<file path="src/rtl/tpp_pkg.sv">
package tpp_pkg;

  localparam logic [11:0] ID_MASK = 12'hFFF;
  localparam logic [31:0] CNT_MAX = 32'hFFFF_FFFF;
  localparam logic [31:0] SUM_MAX = 32'h7FFF_FFFF;
  localparam logic [31:0] SUM_MIN = 32'h8000_0000;

  typedef enum logic {
    CMD_RECORD = 1'b0,
    CMD_READ   = 1'b1
  } cmd_t;

  typedef struct packed {
    cmd_t               cmd;
    logic [11:0]        trans_id;
    logic signed [15:0] event_time;
    logic [5:0]         read_row;
    logic [5:0]         read_col;
  } item_t;

  typedef struct packed {
    logic [5:0]         local_index;
    logic               new_entry;
    logic               table_full;
    logic [31:0]        pair_count;
    logic signed [31:0] delay_sum;
    logic [11:0]        row_id;
    logic [6:0]         entries_used;
  } result_t;

  typedef enum logic [2:0] {
    ST_CLEAR,
    ST_IDLE,
    ST_MATCH,
    ST_ENCODE,
    ST_MEMRD,
    ST_UPDATE
  } state_t;

  typedef struct packed {
    logic clear;
    logic load;
    logic match;
    logic encode;
    logic memrd;
    logic update;
  } ctrl_t;

  typedef struct packed {
    logic clear_last;
  } status_t;

endpackage

</file>
<file path="src/rtl/tpp_ctrl.sv">
module tpp_ctrl
  import tpp_pkg::*;
(
  input  logic    clk,
  input  logic    rst,
  input  logic    start,
  input  status_t status,
  output ctrl_t   ctrl,
  output logic    busy
);

  state_t state, state_next;

  always_ff @(posedge clk) begin
    if (rst) begin
      state <= ST_CLEAR;
    end else begin
      state <= state_next;
    end
  end

  always_comb begin
    state_next = state;
    unique case (state)
      ST_CLEAR:  state_next = status.clear_last ? ST_IDLE : ST_CLEAR;
      ST_IDLE:   state_next = start ? ST_MATCH : ST_IDLE;
      ST_MATCH:  state_next = ST_ENCODE;
      ST_ENCODE: state_next = ST_MEMRD;
      ST_MEMRD:  state_next = ST_UPDATE;
      ST_UPDATE: state_next = start ? ST_MATCH : ST_IDLE;
      default:   state_next = ST_CLEAR;
    endcase
  end

  // Take a new item in the final step of the current one.
  always_comb begin
    ctrl        = '0;
    busy        = 1'b1;
    unique case (state)
      ST_CLEAR:  ctrl.clear = 1'b1;
      ST_IDLE: begin
        busy      = 1'b0;
        ctrl.load = start;
      end
      ST_MATCH:  ctrl.match  = 1'b1;
      ST_ENCODE: ctrl.encode = 1'b1;
      ST_MEMRD:  ctrl.memrd  = 1'b1;
      ST_UPDATE: begin
        busy        = 1'b0;
        ctrl.update = 1'b1;
        ctrl.load   = start;
      end
      default: busy = 1'b1;
    endcase
  end

endmodule

</file>
<file path="config.mk">
export PLATFORM = sky130hd
export DESIGN_NAME = tpp_ctrl
export DESIGN_NICKNAME = d
export VERILOG_FILES = /design/src/rtl/tpp_pkg.sv /design/src/rtl/tpp_ctrl.sv
export SDC_FILE = /design/constraint.sdc
export NUM_CORES = 1
export LEC_CHECK = 0
export ABC_CLOCK_PERIOD_IN_PS = 1300
export BUFFER_PORTS_ARGS = -buffer_cell sky130_fd_sc_hd__buf_4
export CORE_AREA = 3 3 40 42
export CTS_CLUSTER_SIZE = 24
export DETAILED_ROUTE_END_ITERATION = 6
export DIE_AREA = 0 0 43 45
export PLACE_DENSITY = 0.31
export SLEW_MARGIN = 5
export SYNTH_ARGS = -nofsm -noshare
export SYNTH_HDL_FRONTEND = slang
export SYNTH_SLANG_ARGS = --single-unit
</file>
<file path="constraint.sdc">
create_clock -name clk -period 1.3 [get_ports clk]
set_clock_uncertainty 0.1 [all_clocks]
set_input_delay 0.26 -clock clk [delete_from_list [all_inputs] [get_ports clk]]
set_output_delay 0.26 -clock clk [all_outputs]
set_load 0.01 [all_outputs]
</file>
---- Word level (Yosys, flattened, before mapping) ----
Index checks and enable logic that the tools add are counted.
storage, ports and cells
  bits in registers ....................... 3
  bits in latches ......................... 0
  memory bits (writable) .................. 0
  ROM bits ................................ 0
  output and inout bits ................... 7
  word-level logic and storage cells ...... 18
  memories ................................ 0
cells by class
  $add $sub $neg .......................... 0
  $mul .................................... 0
  divide/modulo/power cells ............... 0
  order comparisons ....................... 0
  eq/ne operators ......................... 5
  shifts and indexed selects .............. 0
  muxes and demuxes ....................... 10
  bitwise operators ....................... 0
  reduce and logical (&&, ||, !) cells .... 2
operators by type and width
  operator            number
  $pmux 3 s5          1
  $mux 1              8
  $eq 3x2->1 const B  2
  $eq 3x3->1 const B  2
  $eq 3x1->1 const B  1
  $logic_not 3->1     1
  $mux 2              1
  $reduce_or 2->1     1

---- Logic depth before layout (Yosys ltp) ----
Gate-level depths: netlist of the first run.
  word-level depth ........................ 3
  depth in mapped cells ................... 2
  mapped depth without buffers ............ 2

---- Worst setup path after synthesis of the first run ----
Ideal clock, no wire load.
  kind .................................... reg-to-output
  start ................................... register state[2]
  end ..................................... output ctrl[1] (netlist name)
  arrival ................................. 0.864 ns
  setup slack ............................. 0.076 ns
  cell stages (with the launch flop) ...... 3
  path buffers ............................ 0
  path through ............................ dfxtp_1 -> or3b_1 -> inv_1
RTL lines
  element                   line            text
  start: declaration        tpp_ctrl.sv:12  state_t state, state_next;
  start signal: assignment  tpp_ctrl.sv:18  state <= state_next;
  end: declaration          tpp_ctrl.sv:8   output ctrl_t ctrl,

==> results of run 1 <==
synth_stat cells:
library cell	count	area, um^2
a2111oi_1	1	10.01
a21oi_2	1	8.760
and3b_1	1	8.760
dfxtp_1	3	60.06
inv_1	3	11.26
nand2b_1	1	6.260
nand3b_1	1	7.510
nor2_1	1	3.750
nor3_1	1	5.000
nor3b_1	1	7.510
nor4_1	1	6.260
o21a_1	1	7.510
o21ba_2	1	10.01
or3b_1	1	8.760
through the flow:
step,TNS (ns),util [%],hold WS (ns),std cells,setup WS [ns]
floorplan,0,-,0.2224,18,0.07598
finish,-0.5991,31.84,0.1044,56,-0.1761
detailed placement,0,22.20,0.3459,47,0.02081
CTS,-0.7407,29.41,0.09554,55,-0.1960
global route,-0.9791,31.84,0.1002,56,-0.2181
global placement,0,22.20,0.3461,47,0.02082
layer usage:
metal | vias to the layer above | global-route usage [%] | routed length, um
met1 | 94 | 4.819 | 189
met5 | - | 0 | 0
li1 | 109 | - | -
met3 | 0 | 3.586 | 37
met4 | 0 | 7.229 | 0
met2 | 6 | 10.78 | 268
path summary, 6_finish.rpt:
kind	end	start	slack (ns)
hold reg to reg	state[0]	state[0]	0.48
setup reg to reg	state[0]	state[2]	0.09
hold / removal	state[2]	rst	0.10
setup / recovery	ctrl[1]	state[1]	-0.18
final cells by class:
class / instances / share of cell area (%)
repair buffers: 19 / 40.37
multi-input cells: 12 / 29.05
flip-flops and latches: 3 / 16.82
clock buffers: 4 / 6.422
well taps: 15 / 4.587
inverters: 3 / 2.752
power by group:
| part | switching [mW] | internal (mW) | leakage (nW) |
|---|---|---|---|
| Sequential | 0.00822 | 0.0992 | 0.0264 |
| Combinational | 0.0421 | 0.0706 | 0.153 |
| Clock | 0.0448 | 0.115 | 0.0150 |
| Total | 0.0951 | 0.285 | 0.194 |
cells by family after synthesis:
kind of cell,count (synthesis)
and+or+nand+nor,8
AOI/OAI and AO/OA,4
DFF,3
buffers and inverters,3
worst reg2reg max path: cells and delay by family, from the launching register on:
kind                   cells  cell delay [ns]
AOI/OAI and AO/OA          1             0.08
DFF                        1             0.32
and+or+nand+nor            1             0.34
buffers and inverters      2             0.25
placed cells by master (no fill, tap or decap):
cell | netlist | routed
a21oi_2 | 1 | 1
buf_6 | 0 | 6
inv_1 | 3 | 2
clkbuf_4 | 0 | 3
nor2_2 | 0 | 1
or3b_4 | 0 | 1
dfxtp_4 | 0 | 2
clkbuf_1 | 0 | 1
and3b_1 | 1 | 1
dfxtp_2 | 0 | 1
buf_4 | 0 | 13
inv_2 | 0 | 1
nor4_1 | 1 | 1
nor3_4 | 0 | 1
nand2b_4 | 0 | 1
o21a_1 | 1 | 1
a2111oi_2 | 0 | 1
nand3b_1 | 1 | 1
o21ba_2 | 1 | 1
nor3b_1 | 1 | 1
repair_timing:
item                       4_1_cts  5_1_grt
pin swaps                        2        1
setup endpoints to repair        7        8
buffers inserted                 4        1
gates cloned                     0        0
gates resized for setup         12        6
==> results.cfg, run 1 <==
[die]
rows = 13
initial_utilization_pct = 12.56
dieHeight_um = 45
core_um2 = 1285
io_pins = 11
dieArea_um2 = 1935
die-width_um = 43

[setup_path]
required_ns = 0.94
cp.buffers_inverters = 2
ff2ff_path_depth = 4
cp_slowest_stage_delay_ns = 0.40
cp_slowest_cell = or3b_4
cp-end-kind = primary output
critPathTopFamily = simple AND/OR/NAND/NOR gates
cp.arrival_ns = 1.12
crit_fanout = 5
path_class = flip-flop to primary output
worstSetupStartpointType = flip-flop
crit_path_cell_trace = or3b_4 -> inv_2 -> buf_6
worst-path-stages = 3

[finish]
syn_to_final_growth_pct = 153.5
antennaDiodeCount = 0
final_nets = 46
multi_input_area_um2 = 118.9
regArea_um2 = 68.82
fillCellCount = 139
top_regs = state (3)
drive_above_1_share_pct = 80.49
top_register = state
largest_register_ff_count = 3
postLayoutCellArea_um2 = 409.1

[grt]
antenna_found_initial = 0
grt_pass1_vias = 230
grt_overflow = 0
grt_pass1_wl_um = 855
grt_max_degree = 7
grt_usage_pct = 6.411

[synthesis]
ys_warn_count = 0
synth_compound_area_share_pct = 22.48
syn-num-nets = 22
synth_mux_area_share_pct = 0
ys_seq_elements = 3
synth_fa_ha_area_share_pct = 0
ys_types = 14
synth.avg_cell_area_um2 = 8.967
synth_top_family_by_area = simple AND/OR/NAND/NOR gates
ys_seq_area_share_pct = 37.21
synth_area_um2 = 161.4
synth_xor_area_share_pct = 0
syn_inst = 18
yosys.area_share.simple_pct = 33.33

[sta]
period_needed_ns = 1.476
finalHoldViolCount = 0
setup_viol = 7
worst_slack_ns = -0.1761
rsz0062_at_grt = yes
finalMaxSlewViolations = 0
timing.fmax_mhz = 677.5
relSlewSlack_pct = 78.78
period_share_pct = 113.5
worst_slew_pin_slew_ns = 0.3154

[place]
post_dp_cell_area_um2 = 285.3
dpl.hpwl_um = 379
routabilityCongestion = 0.6263
portBuffers = 10

[drt]
ant_nets = 0
route.detailed.drc = 0
drtIter0Drc = 0
viasPerCell = 3.732
wl_per_cell_um = 8.839
routed-via-count = 209
first_pass_iters = 1
drt-total-wl_um = 495

[clock_network]
clock_latency_ns = 0.23
cts_made_buffers = 3
cts.sinks = 3
cts_tree = done
h-tree-depth = 1
ctsLongestPathBuffers = 2
root_buffer = clkbuf_4
cts_hold_buf = 0
clkTransAtPathRegs_ns = 0.04

[worst_hold_path]
hold_class = primary input to flip-flop
whs_path_depth = 2

[run_status]
failed_checks = negative setup slack
status = finished, violations left

[power_and_ir_drop]
power.density_nw_per_um2 = 928.0
p_total_uw = 379.7
leakagePower_nw = 0.1944
irDropWorstVdd_v = 0.0004768

[run]
drv_cap = 0
Note: power is estimated with default switching activity, not from simulation.
==> inputs of run 2 (changes only) <==
- ABC_AREA: default -> 1
- PLACE_DENSITY: 0.31 -> 0.32
==> results.cfg, run 2 <==
[grt]
grt_usage_pct = 5.509
grt_overflow = 0
grt_pass1_wl_um = 738
grt_max_degree = 6
antenna_found_initial = 0
grt_pass1_vias = 205

[drt]
routed-via-count = 215
viasPerCell = 3.644
route.detailed.drc = 0
ant_nets = 0
first_pass_iters = 4
drt-total-wl_um = 462
drtIter0Drc = 3
wl_per_cell_um = 7.831

[power_and_ir_drop]
switchingPower_uw = 109.4
power_frac_comb_pct = 25.8
leakagePower_nw = 0.1787
irDropWorstVdd_v = 0.0004148
p_total_uw = 371.7
clockPowerShare_pct = 43.7
seq_power_share_pct = 30.5
power.density_nw_per_um2 = 1072
switching_share_pct = 29.44
intPower_uw = 262.3

[synthesis]
syn-num-nets = 32
ys_types = 10
synth-edff-count = 0
synth_top_cell_by_area = dfxtp_1
netlist_top_cells_count = 7 x nor2_1, 6 x inv_1, 3 x dfxtp_1, 3 x nand2_1, 3 x nand3_1
synth_top_area_share_pct = 33.57
synth_most_common_cell = nor2_1
synth_area_um2 = 178.9
ys_async_sr_fraction_pct = 0
synth.avg_cell_area_um2 = 6.390
synth_area_leaders = dfxtp_1 34%, nor2_1 15%, inv_1 13%, nor3_4 9.1%, nand3_1 8.4%
synthFlopType = dfxtp_1
ys_seq_area_share_pct = 33.57
ys_warn_count = 0
syn_inst = 28
ys_seq_elements = 3

[clock_network]
root_buffer = clkbuf_4
clkTransAtPathRegs_ns = 0.04
cts.sinks = 3
clock_latency_ns = 0.23
cts_made_buffers = 3
cts_hold_buf = 0
ctsLongestPathBuffers = 2
cts_tree = done
h-tree-depth = 1

[sta]
finalHoldViolCount = 0
period_share_pct = 101.0
finalMaxSlewViolations = 0
rsz0062_at_grt = yes
relSlewSlack_pct = 87.89
worst_slew_pin_slew_ns = 0.1803
fin_hold_ws_ns = 0.1016
timing.fmax_mhz = 761.7
worst_slack_ns = -0.01290
period_needed_ns = 1.313
setup_viol = 1

[finish]
antennaDiodeCount = 0
postLayoutCellArea_um2 = 346.6
layout_common_cells = 11 x buf_4, 5 x nor2_1, 4 x inv_1
syn_to_final_growth_pct = 93.71
final_nets = 49
top_regs = state (3)
fillCellCount = 147
largest_register_ff_count = 3
drive_above_1_share_pct = 63.64
final_common_cell = buf_4
top_register = state

[place]
routabilityCongestion = 0.6899
portBuffers = 10
pre_cts_ws_ns = 0.1465
post_dp_cell_area_um2 = 272.8
dpl.hpwl_um = 351.2

[run_status]
status = finished, violations left
failed_checks = negative setup slack

[die]
initial_utilization_pct = 13.92
io_pins = 11
dieHeight_um = 45
die-width_um = 43
dieArea_um2 = 1935
rows = 13
core_um2 = 1285

[setup_path]
cp-end-kind = primary output
required_ns = 0.94
crit_fanout = 5
cp.arrival_ns = 0.95
worstSetupStartpointType = flip-flop
path_class = flip-flop to primary output

[worst_hold_path]
hold_class = primary input to flip-flop

[run]
drv_cap = 0
-- run 2: changes by cell type in the layout (fill, tap and decap cells not counted), sizes merged, moves of 3 or more --
cell	before	now
nor2	1	7
nand3	0	4
buf	19	12
nand2	0	3
inv	3	8
-- run 2: path summary, 6_finish.rpt --
path	from	endpoint	slack, ns	cells past startpoint
worst min register to register	state[1]	state[1]	0.45	2
worst min-delay path	rst	state[0]	0.10	2
worst max register to register	state[1]	state[0]	0.29	6
worst max-delay path	state[1]	ctrl[2]	-0.01	3
-- run 2: power groups by stage --
stage | combinational, mW | clock [mW] | sequential, mW
after floorplan | 0.0486 | 0 | 0.109
after global placement | 0.0870 | 0 | 0.111
after detailed placement | 0.0857 | 0 | 0.110
after CTS | 0.0899 | 0.174 | 0.112
after global routing | 0.106 | 0.177 | 0.115
final | 0.0959 | 0.162 | 0.113
-- run 2: timing repair --
item | CTS | global route
hold endpoints to repair | 0 | 0
endpoints found under the setup margin | 6 | 6
pin swaps | 2 | 1
resized for setup | 9 | 7
setup buffers | 2 | 0
cloned | 0 | 0
-- run 2: kinds of logic after synthesis --
logic type,Yosys count,synth area share [%]
simple gates,16,46.85
buf+inv,8,16.78
flops,3,33.57
compound gates,1,2.795
-- run 2: worst max-delay path, cell delays in order, from the launching register on --
cell,delay [ns]
dfxtp_4,0.37
inv_6,0.05
nor3_4,0.18
buf_6,0.12
-- run 2: cell type report --
cell class,instances,area (um^2),share of cell area [%]
clock buffers,4,26.28,7.581
inverters,8,37.54,10.83
multi-input cells,17,98.84,28.52
flip-flops and latches,3,71.32,20.58
well taps,15,18.77,5.415
repair buffers,12,93.84,27.08
-- run 2: per-stage QoR --
stage,cells,setup TNS (ns),utilization (%)
finish,59,-0.01290,26.97
global route,59,-0.2435,26.97
CTS,59,-0.05748,25.80
detailed placement,53,0,21.23
global placement,53,0,21.23
floorplan,28,0,-
-- run 2: routing by layer --
metal / vias to the layer above / wire (um) / global-route usage [%]
li1: 115 / - / -
met1: 94 / 186 / 5.825
met2: 6 / 230 / 7.485
met3: 0 / 44 / 3.187
met4: 0 / 0 / 5.422
met5: - / 0 / 0
